==> config.mk <==
export PLATFORM = sky130hd
export DESIGN_NAME = ill_link_mem
export DESIGN_NICKNAME = d
export VERILOG_FILES = /design/src/hw/rtl/ill_pkg.sv /design/src/hw/rtl/ill_ram.sv /design/src/hw/rtl/ill_link_mem.sv
export SDC_FILE = /design/constraint.sdc
export NUM_CORES = 2
export LEC_CHECK = 0
export BUFFER_PORTS_ARGS = -buffer_cell sky130_fd_sc_hd__buf_4
export CORE_ASPECT_RATIO = 0.5
export CORE_MARGIN = 8
export CORE_UTILIZATION = 60
export CTS_CLUSTER_SIZE = 10
export DETAILED_ROUTE_END_ITERATION = 8
export MAX_ROUTING_LAYER = met4
export PLACE_DENSITY = 0.87
export SLEW_MARGIN = 10
export SYNTH_ARGS = -nofsm -noshare
export SYNTH_HDL_FRONTEND = slang
export SYNTH_HIERARCHICAL = 1
export SYNTH_SLANG_ARGS = --single-unit
==> constraint.sdc <==
create_clock -name clock -period 11.3 [get_ports clock]
set_clock_uncertainty 0.05 [all_clocks]
set_input_delay 1.695 -clock clock [delete_from_list [all_inputs] [get_ports clock]]
set_output_delay 1.695 -clock clock [all_outputs]
set_load 0.05 [all_outputs]
==> src/hw/rtl/ill_pkg.sv <==
// Shared types, constants and helpers for the indexed linked list manager.
// Used by every module of the block except ill_ram; depends on nothing else.
`default_nettype none

package ill_pkg;

   localparam int NODE_COUNT = 256;
   localparam int IDX_W      = $clog2(NODE_COUNT + 1);
   localparam int ADDR_W     = $clog2(NODE_COUNT);
   localparam int VAL_W      = 32;

   typedef enum logic [1:0] {
      OP_INSERT = 2'd0,
      OP_REMOVE = 2'd1,
      OP_SEARCH = 2'd2,
      OP_LOCATE = 2'd3
   } opcode_type;

   typedef enum logic [1:0] {
      STAT_OK    = 2'd0,
      STAT_BAD   = 2'd1,
      STAT_FULL  = 2'd2,
      STAT_NONE  = 2'd3
   } status_type;

   typedef enum logic [3:0] {
      S_IDLE,
      S_INS_FREE,
      S_WALK,
      S_INS_LINK,
      S_INS_FIX,
      S_REM_HEAD,
      S_REM_DEL,
      S_REM_NEXT,
      S_REM_FREE,
      S_SRCH,
      S_LOC,
      S_RESP
   } state_type;

   typedef struct packed {
      logic [IDX_W-1:0] rd_slot;
      logic             wr_en;
      logic [IDX_W-1:0] wr_slot;
      logic [IDX_W-1:0] wr_data;
   } link_req_type;

   typedef struct packed {
      logic             wr_en;
      logic [IDX_W-1:0] wr_slot;
      logic [VAL_W-1:0] wr_data;
   } val_wr_type;

   typedef struct packed {
      logic             load;
      status_type       status;
      logic [IDX_W-1:0] index;
   } done_type;

   // Slots are numbered from 1; memory rows from 0.
   function automatic logic [ADDR_W-1:0] slot_addr(input logic [IDX_W-1:0] slot);
      logic [IDX_W-1:0] t;
      t = slot - 1'b1;
      return t[ADDR_W-1:0];
   endfunction

endpackage

`default_nettype wire

==> src/hw/rtl/ill_ram.sv <==
// Generic simple dual-port RAM with one write port and one registered read port.
// Standalone; no package dependencies.
`default_nettype none

module ill_ram #(
   parameter int WIDTH = 32,
   parameter int DEPTH = 256
) (
   input  wire logic                     clock,
   input  wire logic                     wr_en,
   input  wire logic [$clog2(DEPTH)-1:0] wr_addr,
   input  wire logic [WIDTH-1:0]         wr_data,
   input  wire logic [$clog2(DEPTH)-1:0] rd_addr,
   output logic      [WIDTH-1:0]         rd_data
);

   logic [WIDTH-1:0] mem_ff [DEPTH];
   logic [WIDTH-1:0] rd_data_ff;

   always_ff @(posedge clock) begin
      if (wr_en) begin
         mem_ff[wr_addr] <= wr_data;
      end
      rd_data_ff <= mem_ff[rd_addr];
   end

   assign rd_data = rd_data_ff;

endmodule

`default_nettype wire

==> src/hw/rtl/ill_link_mem.sv <==
// Link memory: a RAM of next-slot links with one valid bit per row, so that a
// row never written since reset reads as its reset link. Depends on ill_pkg, ill_ram.
`default_nettype none

module ill_link_mem
   import ill_pkg::*;
(
   input  wire logic             clock,
   input  wire logic             reset,
   input  wire link_req_type     link_req,
   output logic      [IDX_W-1:0] rd_link
);

   logic [NODE_COUNT-1:0] valid_ff;
   logic                  rd_valid_ff;
   logic [IDX_W-1:0]      rd_reset_ff;
   logic [IDX_W-1:0]      rd_reset_in;
   logic [IDX_W-1:0]      ram_data;
   logic [ADDR_W-1:0]     rd_addr;
   logic [ADDR_W-1:0]     wr_addr;

   assign rd_addr = slot_addr(link_req.rd_slot);
   assign wr_addr = slot_addr(link_req.wr_slot);

   always_comb begin
      if (link_req.rd_slot == IDX_W'(NODE_COUNT)) begin
         rd_reset_in = '0;
      end else begin
         rd_reset_in = link_req.rd_slot + 1'b1;
      end
   end

   always_ff @(posedge clock) begin
      if (reset) begin
         valid_ff <= '0;
      end else if (link_req.wr_en) begin
         valid_ff[wr_addr] <= 1'b1;
      end
      rd_valid_ff <= valid_ff[rd_addr];
      rd_reset_ff <= rd_reset_in;
   end

   ill_ram #(
      .WIDTH (IDX_W),
      .DEPTH (NODE_COUNT)
   ) u_ram (
      .clock   (clock),
      .wr_en   (link_req.wr_en),
      .wr_addr (wr_addr),
      .wr_data (link_req.wr_data),
      .rd_addr (rd_addr),
      .rd_data (ram_data)
   );

   assign rd_link = rd_valid_ff ? ram_data : rd_reset_ff;

endmodule

`default_nettype wire

==> flow_metrics.tcl, run 1 <==
set metrics [dict create \
    synthCells 5328 \
    yosys.area_share.simple_pct 3.863 \
    cts_hold_buf 0 \
    rows 106 \
    io_buffers 37 \
    ys_ff_latch 2579 \
    synth_edf_count 2304 \
    hpwlAfterDp_mm 150.8 \
    async_reset_ff_share_pct 0 \
    synthAdderAreaFrac_pct 0.08728 \
    die_y_um 305.2 \
    fp.dieW_um 594.3 \
    clock_sinks 2579 \
    synth_fp_nets 5365 \
    htreeDepth 5 \
    place.gp.congestion 0.9228 \
    root_buffer "clkbuf_16" \
    antenna_found_initial 35 \
    cts_setup_buffers 0 \
    cts_buffers 308 \
    syn_area_um2 100300 \
    yosysWarnings 6 \
    synth_compound_area_share_pct 4.757 \
    synth_top_family_by_area "multiplexers" \
    syn_avg_cell_area_um2 18.83 \
    ys.flop_type "edfxtp_1" \
    synth_mux_area_share_pct 14.65 \
    io_pins 39 \
    status "stopped before the end" \
    grt_use_total_pct 49.78 \
    lastStage "global routing (5_1_grt)" \
    start_util_pct 60.24 \
    clk_path_buf_depth 4 \
    synth_cell_types 73 \
    seq_area_frac_synth_pct 74.43 \
    cts_resized 0 \
    synthXorXnorAreaFrac_pct 0.2057 \
    grt_max_degree 178 \
    firstError "[ERROR GRT-0232] Routing congestion too high. Check the congestion heatmap in the GUI." \
    overflow 65 \
]
## through the flow
stage	hold WS (ns)	utilization, %	cell area [um^2]	setup WS (ns)	cells
floorplan	0.3815	-	100300	6.140	5328
global placement	0.3917	61.43	102300	4.072	7313
detailed placement	0.4027	61.43	102300	3.892	7313
CTS	0.4251	66.30	110400	4.712	7679
## synthesized netlist by cell type (35+ instances only)
| cell type | count | area (um^2) |
|---|---|---|
| edfxtp_1 | 2304 | 69190 |
| nor2_1 | 583 | 2188 |
| mux4_2 | 544 | 12250 |
| a21oi_1 | 357 | 1787 |
| dfxtp_1 | 275 | 5505 |
| mux2i_1 | 179 | 1792 |
| a22oi_1 | 175 | 1314 |
| clkbuf_1 | 174 | 653.1 |
| buf_2 | 68 | 340.3 |
| o22ai_1 | 67 | 419.2 |
| nand2_1 | 55 | 206.5 |
| buf_4 | 39 | 292.8 |
| nand3_1 | 37 | 185.2 |
| o221ai_1 | 35 | 306.5 |
## logic make-up after synthesis
family	after synthesis
flops	2579
simple gates	840
compound gates	765
mux	765
buf+inv	357
xor+xnor	15
fa+ha+maj	7
## layer usage
metal	GRT usage, %	overflow
met1	48.27	0
met2	62.21	37
met3	38.73	2
met4	45.04	26
met5	-	-
==> run 2: changes to the inputs <==
--- a/config.mk
+++ b/config.mk
@@ -6,13 +6,10 @@
 export NUM_CORES = 2
 export LEC_CHECK = 0
 export BUFFER_PORTS_ARGS = -buffer_cell sky130_fd_sc_hd__buf_4
-export CORE_ASPECT_RATIO = 0.5
 export CORE_MARGIN = 8
-export CORE_UTILIZATION = 60
-export CTS_CLUSTER_SIZE = 10
+export CORE_UTILIZATION = 40
 export DETAILED_ROUTE_END_ITERATION = 8
-export MAX_ROUTING_LAYER = met4
-export PLACE_DENSITY = 0.87
+export PLACE_DENSITY_LB_ADDON = 0.15
 export SLEW_MARGIN = 10
 export SYNTH_ARGS = -nofsm -noshare
 export SYNTH_HDL_FRONTEND = slang
==> run 2 against run 1 <==
Effect of this change: the flow now finishes without violations; synthesized area unchanged; synthesized cell count unchanged.
==> flow_metrics.tcl, run 2 <==
set metrics [dict create \
    syn_area_um2 100300 \
    synthCells 5328 \
    io_pins 39 \
    grt_use_total_pct 19.77 \
    cts_tree "yes" \
    hpwlAfterDp_mm 157.6 \
    antenna_found_initial 10 \
    vias_per_cell 5.770 \
    fin_crit_sh_pct 58.23 \
    largest_reg_flops 2304 \
    fill_cells 21650 \
    grt_max_degree 146 \
    htreeDepth 5 \
    rsz0062_at_grt "no" \
    synth_fp_nets 5365 \
    yosysWarnings 6 \
    synthTopCellsByCount "2304 x edfxtp_1, 583 x nor2_1, 544 x mux4_2" \
    finalHoldViolCount 0 \
    synth_top_area_share_pct 68.95 \
    total_power_w 0.02070 \
    place.gp.congestion 0.7705 \
    root_buffer "clkbuf_16" \
    worst_pin_slew_ns 1.326 \
    synth_most_common_cell "edfxtp_1" \
    die-area_um2 267100 \
    coreArea_um2 250500 \
    cp.arrival_ns 7.27 \
    clock_sinks 2579 \
    cts_hold_buf 0 \
    fp.dieW_um 516.9 \
    synth_cell_types 73 \
    drive_gt1_share_pct 20.62 \
    grt_pass1_vias 51800 \
    ys.flop_type "edfxtp_1" \
    final_cell_mix "2304 x edfxtp_1, 572 x nor2_1, 544 x mux4_2" \
    power.leakage_nw 35.24 \
    drt_wl_total_mm 268.5 \
    rows 184 \
    ys_ff_latch 2579 \
    crit_type "input pin to flop" \
    synth_edf_count 2304 \
    required_ns 11.99 \
    finalSetupTns_ns 0 \
    multi_input_area_um2 23810 \
    maxSlewViolCount 0 \
    end_kind "flop" \
    critical_path.max_fanout 58 \
    cts_buffers 295 \
    cts_resized 0 \
    overflow 0 \
    drt-initial-drc-count 5930 \
    synth.largest_area_cell "edfxtp_1" \
    fin_cells 8995 \
    cts_setup_buffers 0 \
    grt_pass1_wl_mm 384.5 \
    start_util_pct 40.06 \
    stdcell_area_um2 113000 \
    dpl_cell_area_um2 104100 \
    whs_ns 0.4110 \
    io_buffers 37 \
    areaGrowthSynthToFinish_pct 12.59 \
    status "complete, no violations" \
    die_y_um 516.9 \
    dp.cells 8492 \
    clk_latency_ns 0.94 \
    clk_pin_slew_ns 0.06 \
    async_reset_ff_share_pct 0 \
    fmax_ghz 0.1520 \
    top_regs "u_ram/mem_ff (2304), valid_ff (256)" \
    cap_violations 0 \
    regArea_um2 74690 \
    regMostFlops "u_ram/mem_ff" \
    period_minus_slack_ns 6.580 \
    vias 51900 \
    seq_area_frac_synth_pct 74.43 \
    avgRoutedWirePerCell_um 29.85 \
    final_common_cell "edfxtp_1" \
    nNetsFinal 5478 \
    r2r_slack_ns 8.27 \
    startpoint_type "input pin" \
    detail-route-antenna-nets 0 \
    relSlewSlack_pct 10.77 \
    dr.pass1.iters 5 \
    hp-class "flop to flop" \
    clk_path_buf_depth 4 \
    drc 0 \
    vdd_ir_drop_max_uv 114.6 \
    setup_viol 0 \
    syn_avg_cell_area_um2 18.83 \
    netlist_top_cells_area "edfxtp_1 69%, mux4_2 12%, dfxtp_1 5.5%" \
    p_per_area_nw_per_um2 183.2 \
]
-- run 2: cells by family (layout without fill, tap and decap cells) --
family          Yosys count  in the layout  share of synthesized area [%]
buf+inv                 357            670                          2.006
xor+xnor                 15             15                         0.2057
compound gates          765            765                          4.757
flops                  2579           2579                          74.43
other cells               0              6                              0
mux                     765            765                          14.65
simple gates            840            840                          3.863
fa+ha+maj                 7              7                        0.08728
-- run 2: final cells by class --
cell class	count	share of cell area, %
multi-input combinational	2392	21.07
clock buffer	361	6.891
antenna	6	0.01329
timing repair buffer	157	1.173
inverter	16	0.07974
tap	3348	3.708
clock inverter	136	0.9524
sequential	2579	66.11
-- run 2: path summary, 6_finish.rpt --
check | from | end | depth (start not counted)
setup / recovery | link_req[19] | u_ram/rd_data[4] | 13
hold / removal | valid_ff[236] | valid_ff[236] | 2
setup reg to reg | u_ram/mem_ff[112][4] | u_ram/rd_data[4] | 6
hold reg to reg | valid_ff[236] | valid_ff[236] | 2
-- run 2: worst max-delay path, cell delays in order --
cell and delay, ns:
buf_4 0.70, inv_8 0.42, ha_4 0.36, xor2_4 0.63, buf_12 0.38, buf_4 0.37, nor2_4 0.23, buf_4 0.31
a22o_1 0.29, a221oi_1 0.35, o32a_1 0.33, nor3b_1 0.87, nor4_1 0.17
-- run 2: metrics by stage --
stage	setup slack, ns	util, %
2_1_floorplan	6.140	-
3_3_place_gp	3.508	41.56
3_5_place_dp	3.778	41.56
4_1_cts	4.766	45.10
5_1_grt	4.435	45.10
6_report	4.720	45.10
-- run 2: metal layers --
layer	GRT usage (%)	up-vias	wire length (um)
li1	-	21890	-
met1	28.68	27840	118000
met2	31.12	1796	125700
met3	3.463	377	18000
met4	5.215	2	6775
met5	0	-	13
-- run 2: power by group --
group          leakage (nW)  switching (W)  total, W  internal, W
Clock                  4.34        0.00367   0.00891      0.00525
Combinational          7.97       0.000923   0.00134     0.000416
Sequential             22.9      0.0000327    0.0104       0.0104
(Power assumes the default switching activity.)
