--- src/hw/rtl/ill_pkg.sv ---
// Shared types, constants and helpers for the indexed linked list manager.
// Used by every module of the block except ill_ram; depends on nothing else.
`default_nettype none

package ill_pkg;

   localparam int NODE_COUNT = 256;
   localparam int IDX_W      = $clog2(NODE_COUNT + 1);
   localparam int ADDR_W     = $clog2(NODE_COUNT);
   localparam int VAL_W      = 32;

   typedef enum logic [1:0] {
      OP_INSERT = 2'd0,
      OP_REMOVE = 2'd1,
      OP_SEARCH = 2'd2,
      OP_LOCATE = 2'd3
   } opcode_type;

   typedef enum logic [1:0] {
      STAT_OK    = 2'd0,
      STAT_BAD   = 2'd1,
      STAT_FULL  = 2'd2,
      STAT_NONE  = 2'd3
   } status_type;

   typedef enum logic [3:0] {
      S_IDLE,
      S_INS_FREE,
      S_WALK,
      S_INS_LINK,
      S_INS_FIX,
      S_REM_HEAD,
      S_REM_DEL,
      S_REM_NEXT,
      S_REM_FREE,
      S_SRCH,
      S_LOC,
      S_RESP
   } state_type;

   typedef struct packed {
      logic [IDX_W-1:0] rd_slot;
      logic             wr_en;
      logic [IDX_W-1:0] wr_slot;
      logic [IDX_W-1:0] wr_data;
   } link_req_type;

   typedef struct packed {
      logic             wr_en;
      logic [IDX_W-1:0] wr_slot;
      logic [VAL_W-1:0] wr_data;
   } val_wr_type;

   typedef struct packed {
      logic             load;
      status_type       status;
      logic [IDX_W-1:0] index;
   } done_type;

   // Slots are numbered from 1; memory rows from 0.
   function automatic logic [ADDR_W-1:0] slot_addr(input logic [IDX_W-1:0] slot);
      logic [IDX_W-1:0] t;
      t = slot - 1'b1;
      return t[ADDR_W-1:0];
   endfunction

endpackage

`default_nettype wire

--- src/hw/rtl/ill_ctrl.sv ---
// Command sequencer: decodes a command, walks the chain one link per cycle
// and updates the list and free-stack pointers. Depends on ill_pkg.
`default_nettype none

module ill_ctrl
   import ill_pkg::*;
(
   input  wire logic             clock,
   input  wire logic             reset,
   input  wire logic             req_valid,
   output logic                  req_ready,
   input  wire logic [1:0]       req_opcode,
   input  wire logic [IDX_W-1:0] req_position,
   input  wire logic [VAL_W-1:0] req_item_value,
   input  wire logic [IDX_W-1:0] req_slot_number,
   input  wire logic             rsp_free,
   input  wire logic [IDX_W-1:0] rd_link,
   input  wire logic [VAL_W-1:0] rd_value,
   output link_req_type          link_req,
   output val_wr_type            val_wr,
   output done_type              done
);

   state_type        state_ff, state_in;
   opcode_type       op_ff, op_in, req_op;
   logic [IDX_W-1:0] pos_ff, pos_in;
   logic [VAL_W-1:0] val_ff, val_in;
   logic [IDX_W-1:0] slot_ff, slot_in;
   logic [IDX_W-1:0] head_ff, head_in;
   logic [IDX_W-1:0] free_ff, free_in;
   logic [IDX_W-1:0] cnt_ff, cnt_in;
   logic [IDX_W-1:0] cur_ff, cur_in;
   logic [IDX_W-1:0] rem_ff, rem_in;
   logic [IDX_W-1:0] k_ff, k_in;
   logic [IDX_W-1:0] nfree_ff, nfree_in;
   logic [IDX_W-1:0] del_ff, del_in;
   status_type       stat_ff, stat_in;
   logic [IDX_W-1:0] res_ff, res_in;

   logic accept;
   logic ins_bad, ins_full, rem_bad, loc_bad;
   logic link_end, k_last;

   assign req_op   = opcode_type'(req_opcode);
   assign accept   = req_valid && (state_ff == S_IDLE);
   assign ins_bad  = req_position > cnt_ff;
   assign ins_full = (free_ff == '0) || (free_ff > IDX_W'(NODE_COUNT));
   assign rem_bad  = (req_position >= cnt_ff) || (head_ff == '0);
   assign loc_bad  = (req_slot_number == '0) || (req_slot_number > IDX_W'(NODE_COUNT));
   assign link_end = (rd_link == '0) || (rd_link > IDX_W'(NODE_COUNT));
   assign k_last   = k_ff == IDX_W'(NODE_COUNT - 1);

   // Next-state logic.
   always_comb begin
      state_in = state_ff;
      unique case (state_ff)
         S_IDLE: begin
            if (accept) begin
               unique case (req_op)
                  OP_INSERT: state_in = (ins_bad || ins_full) ? S_RESP : S_INS_FREE;
                  OP_REMOVE: begin
                     if (rem_bad) begin
                        state_in = S_RESP;
                     end else if (req_position == '0) begin
                        state_in = S_REM_HEAD;
                     end else if (req_position == IDX_W'(1)) begin
                        state_in = S_REM_DEL;
                     end else begin
                        state_in = S_WALK;
                     end
                  end
                  OP_SEARCH: state_in = (head_ff == '0) ? S_RESP : S_SRCH;
                  OP_LOCATE: begin
                     if (loc_bad || head_ff == '0 || head_ff == req_slot_number) begin
                        state_in = S_RESP;
                     end else begin
                        state_in = S_LOC;
                     end
                  end
               endcase
            end
         end
         S_INS_FREE: begin
            if (pos_ff == '0) begin
               state_in = S_RESP;
            end else if (pos_ff == IDX_W'(1)) begin
               state_in = S_INS_LINK;
            end else begin
               state_in = S_WALK;
            end
         end
         S_WALK: begin
            if (rem_ff == IDX_W'(1)) begin
               state_in = (op_ff == OP_INSERT) ? S_INS_LINK : S_REM_DEL;
            end
         end
         S_INS_LINK: state_in = S_INS_FIX;
         S_INS_FIX:  state_in = S_RESP;
         S_REM_HEAD: state_in = S_RESP;
         S_REM_DEL:  state_in = S_REM_NEXT;
         S_REM_NEXT: state_in = S_REM_FREE;
         S_REM_FREE: state_in = S_RESP;
         S_SRCH: begin
            if (rd_value == val_ff || link_end || k_last) begin
               state_in = S_RESP;
            end
         end
         S_LOC: begin
            if (k_last || link_end || rd_link == slot_ff) begin
               state_in = S_RESP;
            end
         end
         S_RESP: begin
            if (rsp_free) begin
               state_in = S_IDLE;
            end
         end
         default: state_in = S_IDLE;
      endcase
   end

   // Datapath and memory requests.
   always_comb begin
      op_in    = op_ff;
      pos_in   = pos_ff;
      val_in   = val_ff;
      slot_in  = slot_ff;
      head_in  = head_ff;
      free_in  = free_ff;
      cnt_in   = cnt_ff;
      cur_in   = cur_ff;
      rem_in   = rem_ff;
      k_in     = k_ff;
      nfree_in = nfree_ff;
      del_in   = del_ff;
      stat_in  = stat_ff;
      res_in   = res_ff;

      link_req.rd_slot = cur_ff;
      link_req.wr_en   = 1'b0;
      link_req.wr_slot = cur_ff;
      link_req.wr_data = free_ff;
      val_wr.wr_en     = 1'b0;
      val_wr.wr_slot   = free_ff;
      val_wr.wr_data   = val_ff;
      done.load        = 1'b0;
      done.status      = stat_ff;
      done.index       = res_ff;

      unique case (state_ff)
         S_IDLE: begin
            if (accept) begin
               op_in   = req_op;
               pos_in  = req_position;
               val_in  = req_item_value;
               slot_in = req_slot_number;
               stat_in = STAT_OK;
               res_in  = '0;
               cur_in  = head_ff;
               rem_in  = req_position - 1'b1;
               k_in    = '0;
               unique case (req_op)
                  OP_INSERT: begin
                     link_req.rd_slot = free_ff;
                     if (ins_bad) begin
                        stat_in = STAT_BAD;
                     end else if (ins_full) begin
                        stat_in = STAT_FULL;
                     end
                  end
                  OP_REMOVE: begin
                     link_req.rd_slot = head_ff;
                     if (rem_bad) begin
                        stat_in = STAT_BAD;
                     end
                  end
                  OP_SEARCH: begin
                     link_req.rd_slot = head_ff;
                     if (head_ff == '0) begin
                        stat_in = STAT_NONE;
                     end
                  end
                  OP_LOCATE: begin
                     link_req.rd_slot = head_ff;
                     if (loc_bad) begin
                        stat_in = STAT_BAD;
                     end else if (head_ff != req_slot_number) begin
                        stat_in = STAT_NONE;
                     end
                  end
               endcase
            end
         end
         S_INS_FREE: begin
            nfree_in = rd_link;
            if (pos_ff == '0) begin
               link_req.wr_en   = 1'b1;
               link_req.wr_slot = free_ff;
               link_req.wr_data = head_ff;
               val_wr.wr_en     = 1'b1;
               head_in          = free_ff;
               free_in          = rd_link;
               cnt_in           = cnt_ff + 1'b1;
               res_in           = free_ff;
            end else begin
               link_req.rd_slot = head_ff;
            end
         end
         S_WALK: begin
            cur_in           = rd_link;
            rem_in           = rem_ff - 1'b1;
            link_req.rd_slot = rd_link;
         end
         S_INS_LINK: begin
            link_req.wr_en   = 1'b1;
            link_req.wr_slot = free_ff;
            link_req.wr_data = rd_link;
            val_wr.wr_en     = 1'b1;
         end
         S_INS_FIX: begin
            link_req.wr_en   = 1'b1;
            link_req.wr_slot = cur_ff;
            link_req.wr_data = free_ff;
            free_in          = nfree_ff;
            cnt_in           = cnt_ff + 1'b1;
            res_in           = free_ff;
         end
         S_REM_HEAD: begin
            link_req.wr_en   = 1'b1;
            link_req.wr_slot = head_ff;
            link_req.wr_data = free_ff;
            head_in          = rd_link;
            free_in          = head_ff;
            cnt_in           = cnt_ff - 1'b1;
         end
         S_REM_DEL: begin
            del_in           = rd_link;
            link_req.rd_slot = rd_link;
         end
         S_REM_NEXT: begin
            link_req.wr_en   = 1'b1;
            link_req.wr_slot = cur_ff;
            link_req.wr_data = rd_link;
         end
         S_REM_FREE: begin
            link_req.wr_en   = 1'b1;
            link_req.wr_slot = del_ff;
            link_req.wr_data = free_ff;
            free_in          = del_ff;
            cnt_in           = cnt_ff - 1'b1;
         end
         S_SRCH: begin
            if (rd_value == val_ff) begin
               stat_in = STAT_OK;
               res_in  = cur_ff;
            end else if (link_end || k_last) begin
               stat_in = STAT_NONE;
            end else begin
               cur_in           = rd_link;
               k_in             = k_ff + 1'b1;
               link_req.rd_slot = rd_link;
            end
         end
         S_LOC: begin
            if (k_last || link_end) begin
               stat_in = STAT_NONE;
            end else if (rd_link == slot_ff) begin
               stat_in = STAT_OK;
               res_in  = k_ff + 1'b1;
            end else begin
               cur_in           = rd_link;
               k_in             = k_ff + 1'b1;
               link_req.rd_slot = rd_link;
            end
         end
         S_RESP: begin
            done.load = rsp_free;
         end
         default: begin
         end
      endcase
   end

   always_ff @(posedge clock) begin
      if (reset) begin
         state_ff <= S_IDLE;
         head_ff  <= '0;
         free_ff  <= IDX_W'(1);
         cnt_ff   <= '0;
      end else begin
         state_ff <= state_in;
         head_ff  <= head_in;
         free_ff  <= free_in;
         cnt_ff   <= cnt_in;
      end
      op_ff    <= op_in;
      pos_ff   <= pos_in;
      val_ff   <= val_in;
      slot_ff  <= slot_in;
      cur_ff   <= cur_in;
      rem_ff   <= rem_in;
      k_ff     <= k_in;
      nfree_ff <= nfree_in;
      del_ff   <= del_in;
      stat_ff  <= stat_in;
      res_ff   <= res_in;
   end

   assign req_ready = state_ff == S_IDLE;

endmodule

`default_nettype wire

--- config.mk ---
export PLATFORM = sky130hd
export DESIGN_NAME = ill_ctrl
export DESIGN_NICKNAME = d
export VERILOG_FILES = /design/src/hw/rtl/ill_pkg.sv /design/src/hw/rtl/ill_ctrl.sv
export SDC_FILE = /design/constraint.sdc
export NUM_CORES = 1
export LEC_CHECK = 0
export BUFFER_PORTS_ARGS = -buffer_cell sky130_fd_sc_hd__clkbuf_2
export CELL_PAD_IN_SITES_DETAIL_PLACEMENT = 1
export CELL_PAD_IN_SITES_GLOBAL_PLACEMENT = 1
export CORE_ASPECT_RATIO = 1.1
export CORE_UTILIZATION = 39
export CTS_BUF_LIST = sky130_fd_sc_hd__clkbuf_8
export DETAILED_ROUTE_END_ITERATION = 8
export PLACE_DENSITY_LB_ADDON = 0.1
export RECOVER_POWER = 100
export SYNTH_ARGS = -nofsm -noshare
export SYNTH_HDL_FRONTEND = slang
export SYNTH_SLANG_ARGS = --single-unit
--- constraint.sdc ---
create_clock -name clock -period 3 [get_ports clock]
set_clock_uncertainty 0.1 [all_clocks]
set_input_delay 0.45 -clock clock [delete_from_list [all_inputs] [get_ports clock]]
set_output_delay 0.45 -clock clock [all_outputs]
set_load 0.03 [all_outputs]
==> results of run 1 <==
[synth_stat cells, types with 18 or more instances]
master / number / share of area
a21oi_1: 23 / 0.015
ha_1: 22 / 0.035
a22o_1: 18 / 0.020
a211oi_1: 22 / 0.021
edfxtp_1: 108 / 0.41
nor2_1: 69 / 0.033
dfxtp_1: 31 / 0.079
clkbuf_1: 18 / 0.0086
a221o_1: 24 / 0.031
xnor2_1: 61 / 0.068
inv_1: 29 / 0.014
nand2_1: 38 / 0.018
[layout make-up]
type                            count  area, µm²  share of cell area
Clock buffer                       17        234              0.0230
Timing Repair Buffer              265       1630               0.160
Inverter                           30        113              0.0111
Clock inverter                     15        150              0.0147
Sequential cell                   139       3860               0.380
Tap cell                          252        315              0.0310
Multi-Input combinational cell    511       3870               0.380
[metal layers]
layer	track usage	routed length [µm]
met5	0	0
met3	0.0522	1990
met2	0.458	13900
met1	0.347	11500
met4	0.109	774
[where the power goes]
group / switching [mW] / internal (mW) / total [mW] / leakage [nW]
Clock: 0.771 / 0.737 / 1.51 / 0.195
Sequential: 0.534 / 2.80 / 3.33 / 1.27
Combinational: 3.05 / 1.94 / 4.99 / 2.41
[worst min-delay path by stage]
stage | to | cells past startpoint
finish | val_ff[11] | 1
global route | val_ff[11] | 1
CTS | val_ff[8] | 1
detailed placement | cnt_ff[2] | 2
global placement | cnt_ff[2] | 2
floorplan | cnt_ff[3] | 2
[layout by cell type (no fill, tap or decap), drive strengths merged, types with 4 or more instances in the layout]
cell      n
a221oi   10
or2       5
nand2    40
nand4    14
nor4     20
xnor2    61
a211oi   22
o31ai     4
a31oi     5
dfxtp    31
a21o      4
a22oi    13
nor3     13
inv      32
mux2i    17
clkinv    9
buf      81
a22o     18
o21ai    20
ha       22
a222oi   13
a221o    24
nor2     69
edfxtp  108
nand3    16
and3     11
nor2b     7
clkbuf  201
a21oi    24
o21bai    5
xor2     17
nand2b    6
[repair_timing]
| item | 4_1_cts | 5_1_grt |
|---|---|---|
| resized for setup | 85 | 27 |
| pin swaps | 21 | 7 |
| setup endpoints to repair | 30 | 31 |
| buffers inserted | 10 | 3 |
| gates cloned | 2 | 0 |
[kinds of logic (layout without fill, tap and decap cells)]
kind of cell | count (synthesis) | in the layout | share of synthesized area
and+or+nand+nor | 212 | 213 | 0.142
AOI/OAI and AO/OA | 179 | 180 | 0.177
DFF | 139 | 139 | 0.492
xor gates and xnor gates | 78 | 78 | 0.0871
buffers and inverters | 74 | 327 | 0.0427
adders and majority gates | 23 | 23 | 0.0376
muxes | 17 | 17 | 0.0217
[stage by stage]
step           instance area [µm²]  hold WS, ns  cells
6_report                     10200       0.0700   1229
5_1_grt                      10200       0.0280   1229
4_1_cts                      10300       0.0376   1226
3_5_place_dp                  9430        0.423   1183
3_3_place_gp                  9430        0.409   1183
2_1_floorplan                 7860        0.390    722
==> impl_metrics.json, run 1 <==
{
  "antenna_found_initial": 0,
  "postCtsHoldBufs": 0,
  "grt_pass1_vias": 7433,
  "cts_sinks": 139,
  "cts_tree": "yes",
  "relSlewSlack": 0.375,
  "rr_worst_depth": 7,
  "p_per_area_nw_per_um2": 965,
  "status": "complete, but fails checks",
  "final-setup-viol-count": 44,
  "start_util": 0.396,
  "die_y_um": 151,
  "portBuffers": 179,
  "insertion_delay_ns": 0.45,
  "die-area_um2": 20700,
  "grt_pass1_wl_um": 42000,
  "syn_inst": 722,
  "cp.depth": 13,
  "dp_hpwl_um": 21100,
  "clockBufferDepth": 2,
  "synth_fp_nets": 842,
  "vias_per_cell": 5.90,
  "grt_usage": 0.274,
  "vdd_ir_drop_max_uv": 368,
  "grt_overflow_total": 0,
  "crit_start": "k_ff[1]",
  "avgSynthCellArea_um2": 10.9,
  "drc": 0,
  "drt-total-wl_um": 28100,
  "cts_inserted_buffers": 17,
  "p_leak_nw": 3.88,
  "largest_reg_flops": 32,
  "syn_area_um2": 7850,
  "violations": "negative setup slack",
  "drt_iter0_markers": 542,
  "crit_chain": "ha_2, nand3_2, nor2_2, and3_4, ha_4, a211oi_2, a31oi_2, a21oi_2, buf_4, a21o_1, nand2b_4, a221o_2, buf_8",
  "antennaDiodeCount": 0,
  "total_power_mw": 9.83,
  "synth_flop_cell": "edfxtp_1",
  "reg2reg_slack_ns": -0.14,
  "crit-reg2reg-launch": "state_ff[3]",
  "area_growth_syn_to_layout_pct": 29.8,
  "synth.distinct_cells": 66,
  "end_kind": "primary output",
  "rsz0062_at_grt": "true",
  "cp.arrival_ns": 3.03,
  "cp_num_buf_inv": 2,
  "critical-path-slowest-cell": "edfxtp_1",
  "io_pins": 180,
  "dp_slack_ns": -0.313,
  "drive_gt1_frac": 0.256,
  "tightest_slew_ns": 0.938,
  "post-route-period-util": 1.19,
  "fin_crit_ns": 3.58,
  "tns_ns": -14.35,
  "layout.nets": 1084,
  "synth_seq_area_share": 0.492,
  "first_pass_iters": 6,
  "synth_warnings": 0,
  "antenna_left": 0,
  "grt_start_max_net_pins": 33,
  "postSynth.asyncResetShare": 0,
  "finalHoldViolations": 0,
  "core_area_um2": 19800,
  "vias": 7250,
  "fillers": 2244,
  "max_freq_ghz": 0.279,
  "worstHoldStart": "req_item_value[11]",
  "setup_slack_ns": -0.579,
  "post_drt_wl_per_cell_um": 22.9,
  "worstSetupPathType": "reg -> out",
  "post-route-util": 0.514,
  "synth-seq-cells": 139,
  "regMostFlops": "val_ff",
  "finalMaxSlewViolations": 0,
  "drv_cap": 0,
  "gp_congestion": 0.929,
  "rows": 54,
  "hp-class": "in -> reg",
  "worstPathRequired_ns": 2.45,
  "clk_pin_slew_worst_paths_ns": 0.09,
  "synth-edff-count": 108,
  "path_max_fanout": 6,
  "critPathTopFamily": "compound AO/OA/AOI/OAI gates",
  "r2r_end": "rem_ff[4]",
  "startpoint_type": "flip-flop",
  "cts_root_buffer": "clkbuf_8",
  "cts_htree_levels": 4,
  "die_w_um": 137,
  "critical_path.max_stage_delay_ns": 0.38,
  "crit_end": "link_req[24]"
}
No activity file was read; power rests on OpenSTA's default activity.
==> run 2: changes to the inputs <==
CORE_UTILIZATION = 44   (was 39)
clock period = 3.6 ns   (was 3 ns; I/O delays follow)
==> run 2 against run 1 <==
  * The flow still finishes with violations (negative setup slack)
  * Largest power group unchanged
  * Utilization is 5.4 points higher
  * Final area is 4.1% lower
  * Sequential power is 15% lower
  * Critical endpoint is now link_req[27]
  * Via count is 2.6% lower
==> impl_metrics.json, run 2 (same netlist as run 1, synthesis figures left out) <==
{
  "grt_start_max_net_pins": 33,
  "vdd_ir_drop_max_uv": 499,
  "drive_gt1_frac": 0.283,
  "layout_common_cells": "clkbuf_2, edfxtp_1, nor2_1",
  "cp.arrival_ns": 2.99,
  "worstHoldStart": "req_item_value[31]",
  "fin_crit_ns": 3.63,
  "die_y_um": 142,
  "worstPathRequired_ns": 2.96,
  "rows": 50,
  "clockBufferDepth": 2,
  "vias_per_cell": 6.04,
  "total_power_mw": 7.85,
  "post_drt_wl_per_cell_um": 23.2,
  "cts_tree": "yes",
  "clk_pin_slew_worst_paths_ns": 0.09,
  "largest_reg_flops": 32,
  "violations": "negative setup slack",
  "antennaDiodeCount": 0,
  "dp.cells": 1123,
  "end_kind": "primary output",
  "critical-path-slowest-cell": "edfxtp_1",
  "regMostFlops": "val_ff",
  "start_util": 0.456,
  "antenna_found_initial": 0,
  "antenna_left": 0,
  "gp_congestion": 0.929,
  "finalHoldViolations": 0,
  "hp-class": "in -> reg",
  "core_area_um2": 17200,
  "status": "complete, but fails checks",
  "cts_root_buffer": "clkbuf_8",
  "crit-reg2reg-launch": "state_ff[3]",
  "portBuffers": 179,
  "crit_start": "k_ff[1]",
  "grt_pass1_wl_um": 41000,
  "final-setup-viol-count": 4,
  "area_growth_syn_to_layout_pct": 24.5,
  "postCtsHoldBufs": 0,
  "p_per_area_nw_per_um2": 804,
  "post-route-period-util": 1.01,
  "final_common_cell": "clkbuf_2",
  "cp_num_buf_inv": 1,
  "grt_overflow_total": 0,
  "critPathTopFamily": "compound AO/OA/AOI/OAI gates",
  "cts_htree_levels": 4,
  "tns_ns": -0.0504,
  "path_max_fanout": 6,
  "io_pins": 180,
  "cts_inserted_buffers": 17,
  "drt-total-wl_um": 27200,
  "place_area_um2": 9070,
  "setup_slack_ns": -0.0281,
  "tightest_slew_ns": 0.804,
  "grt_pass1_vias": 7360,
  "drt_iter0_markers": 550,
  "multi_input_area_um2": 3820,
  "die_w_um": 129,
  "crit_chain": "ha_2, nand3_4, nor2_4, and3_4, ha_4, a211oi_4, a31oi_4, a21oi_4, o21ai_2, or2_4, a221o_1, clkbuf_8",
  "finalMaxSlewViolations": 0,
  "dp_hpwl_um": 20300,
  "worstSetupPathType": "reg -> out",
  "critical_path.max_stage_delay_ns": 0.40,
  "first_pass_iters": 6,
  "grt_usage": 0.300,
  "startpoint_type": "flip-flop",
  "vias": 7061,
  "drv_cap": 0,
  "ff_latch_area_um2": 3860,
  "layout.nets": 1043,
  "drc": 0,
  "max_freq_ghz": 0.276,
  "insertion_delay_ns": 0.47,
  "rsz0062_at_grt": "true",
  "cts_sinks": 139,
  "stdcell_count": 1170,
  "fin_area_um2": 9770,
  "relSlewSlack": 0.450,
  "die-area_um2": 18400,
  "fillers": 1930,
  "p_leak_nw": 3.83
}
run 2: cell types whose count changed in the layout (fill, tap and decap cells not counted), sizes merged:
cell	previous run	this run
buf	81	47
clkbuf	201	196
clkinv	9	6
clkinvlp	2	4
inv	32	33
nand2	40	39
o32a	3	2
run 2: power breakdown:
part           switching [mW]  internal, mW  total (mW)
sequential              0.492          2.33        2.82
combinational            2.42          1.34        3.75
clock                   0.663         0.615        1.28
run 2: worst paths after layout:
check	to	slack, ns	depth (start not counted)
setup / recovery	link_req[27]	-0.03	12
hold / removal	val_ff[31]	0.15	1
setup reg to reg	cnt_ff[7]	0.37	10
hold reg to reg	cnt_ff[2]	0.43	2
run 2: routing by layer:
metal / GRT usage / vias to the layer above / wire length [µm]
met1: 0.361 / 3483 / 10700
met5: 0 / - / 0
met3: 0.0556 / 70 / 2020
met2: 0.519 / 337 / 13600
li1: - / 3171 / -
met4: 0.133 / 0 / 866
run 2: area by class of cell:
class	instances	area share
Tap cell	234	0.0300
Multi-Input combinational cell	509	0.391
Clock inverter	15	0.0156
Inverter	30	0.0115
Timing Repair Buffer	226	0.133
Clock buffer	17	0.0239
Sequential cell	139	0.395
run 2: what timing repair did:
item                                    CTS  global route
pin swaps                                16             8
endpoints found under the setup margin   27            22
buffers inserted                          8             7
gates resized for setup                  34            20
run 2: stage by stage:
| stage | utilization | hold slack, ns | worst slack (ns) |
|---|---|---|---|
| 2_1_floorplan | - | 0.390 | 0.419 |
| 3_3_place_gp | 0.527 | 0.409 | 0.224 |
| 3_5_place_dp | 0.527 | 0.425 | 0.0879 |
| 4_1_cts | 0.562 | 0.120 | -0.00506 |
| 5_1_grt | 0.568 | 0.124 | -0.134 |
| 6_report | 0.568 | 0.155 | -0.0281 |
==> run 3: changes to the inputs <==
PLACE_DENSITY_LB_ADDON = 0.15   (was 0.1)
==> run 3 against run 2 <==
  * The flow finishes with violations (max-capacitance violations, max-slew violations, negative setup slack)
  * Die area unchanged
  * Largest cell class unchanged
  * Combinational power decreased by 3%
  * Fmax decreased by 1.2%
  * Total power about the same
  * Setup slack got worse by 0.042 ns
==> impl_metrics.json, run 3 (same netlist as run 1, synthesis figures left out) <==
{
  "cts_htree_levels": 4,
  "core_area_um2": 17200,
  "io_pins": 180,
  "rsz0062_at_grt": "true",
  "layout_common_cells": "edfxtp_1, clkbuf_2, clkbuf_1",
  "rows": 50,
  "drv_cap": 1,
  "vias_per_cell": 5.93,
  "dp.cells": 1117,
  "total_power_mw": 7.85,
  "cts_root_buffer": "clkbuf_8",
  "cp.arrival_ns": 3.03,
  "drive_gt1_frac": 0.206,
  "violations": "max-capacitance violations, max-slew violations, negative setup slack",
  "tightest_slew_ns": 1.55,
  "cts_inserted_buffers": 17,
  "vias": 6872,
  "path_max_fanout": 6,
  "hold_path_depth": 1,
  "antenna_left": 0,
  "stdcell_count": 1159,
  "die_y_um": 142,
  "antennaDiodeCount": 0,
  "drt-total-wl_um": 26100,
  "end_kind": "primary output",
  "relSlewSlack": -0.0425,
  "die-area_um2": 18400,
  "critPathTopFamily": "compound AO/OA/AOI/OAI gates",
  "antenna_found_initial": 0,
  "critical-path-slowest-cell": "edfxtp_1",
  "finalHoldViolations": 0,
  "startpoint_type": "flip-flop",
  "grt_pass1_wl_um": 40200,
  "grt_start_max_net_pins": 31,
  "vdd_ir_drop_max_uv": 318,
  "setup_slack_ns": -0.0704,
  "cts_tree": "yes",
  "grt_usage": 0.291,
  "rr_worst_depth": 7,
  "crit_chain": "ha_4, nand3_4, nor2_4, and3_4, ha_4, a211oi_4, a31oi_4, a21oi_2, o21ai_2, or2_4, a221o_1, buf_8",
  "grt_overflow_total": 0,
  "portBuffers": 179,
  "layout.nets": 1032,
  "largest_reg_flops": 32,
  "post_drt_wl_per_cell_um": 22.5,
  "regMostFlops": "val_ff",
  "clockBufferDepth": 2,
  "worstSetupPathType": "reg -> out",
  "worstPathRequired_ns": 2.96,
  "grt_pass1_vias": 7281,
  "max_freq_ghz": 0.272,
  "gp_congestion": 0.937,
  "crit_top_cell": "ha_4",
  "cp.depth": 12,
  "cts_sinks": 139,
  "dp_hpwl_um": 19700,
  "p_leak_nw": 3.61,
  "final-setup-viol-count": 7,
  "drt_iter0_markers": 486,
  "hp-class": "in -> reg",
  "cp_num_buf_inv": 1,
  "p_per_area_nw_per_um2": 817,
  "dp_slack_ns": 0.0781,
  "final_common_cell": "edfxtp_1",
  "clk_pin_slew_worst_paths_ns": 0.09,
  "finalMaxSlewViolations": 11,
  "post-route-period-util": 1.02,
  "fin_crit_ns": 3.67,
  "critical_path.max_stage_delay_ns": 0.46,
  "drc": 0,
  "status": "complete, but fails checks",
  "start_util": 0.456,
  "die_w_um": 129,
  "area_growth_syn_to_layout_pct": 22.4,
  "insertion_delay_ns": 0.47,
  "first_pass_iters": 8
}
-- run 3: area by class of cell --
cell class	instances	area (µm²)
Fill cell	1950	7600
Timing Repair Buffer	215	1110
Inverter	30	113
Sequential cell	139	3860
Multi-Input combinational cell	509	3790
Clock buffer	17	234
Tap cell	234	293
Clock inverter	15	199
-- run 3: per-layer routing --
layer,part of all wire,global-route usage,up-vias
li1,-,-,3154
met3,0.064,0.0459,53
met5,0,0,-
met1,0.41,0.361,3395
met4,0.026,0.110,0
met2,0.50,0.507,270
-- run 3: worst paths after layout --
path | startpoint | endpoint | slack (ns)
worst min register to register | cnt_ff[2] | cnt_ff[2] | 0.45
worst max register to register | state_ff[1] | op_ff[0] | 0.38
worst max-delay path | k_ff[0] | link_req[23] | -0.07
worst min-delay path | req_item_value[22] | val_ff[22] | 0.14
-- run 3: what timing repair did --
action | in CTS | in global routing
resized for setup | 39 | 14
setup buffers | 4 | 6
hold buffers | 0 | 0
endpoints found under the setup margin | 9 | 17
gates cloned | 0 | 0
pin swaps | 17 | 11
-- run 3: report_power, final --
| part | internal [mW] | leakage [nW] | switching (mW) |
|---|---|---|---|
| registers | 2.33 | 1.27 | 0.487 |
| clock network | 0.756 | 0.223 | 0.651 |
| logic | 1.23 | 2.12 | 2.39 |
-- run 3: per-stage QoR --
stage | utilization | cell area, µm² | hold slack, ns | TNS [ns]
2_1_floorplan | - | 7850 | 0.390 | 0
3_3_place_gp | 0.525 | 9030 | 0.415 | 0
3_5_place_dp | 0.525 | 9030 | 0.444 | 0
4_1_cts | 0.562 | 9670 | 0.125 | -0.359
5_1_grt | 0.558 | 9600 | 0.130 | -1.37
6_report | 0.558 | 9600 | 0.138 | -0.307
-- run 3: worst register-to-register path, delay by kind of cell, from the launching register on --
family,cells,cell delay (ns)
buffers and inverters,4,1.86
flip-flops,1,0.36
AND/OR/NAND/NOR,3,0.52
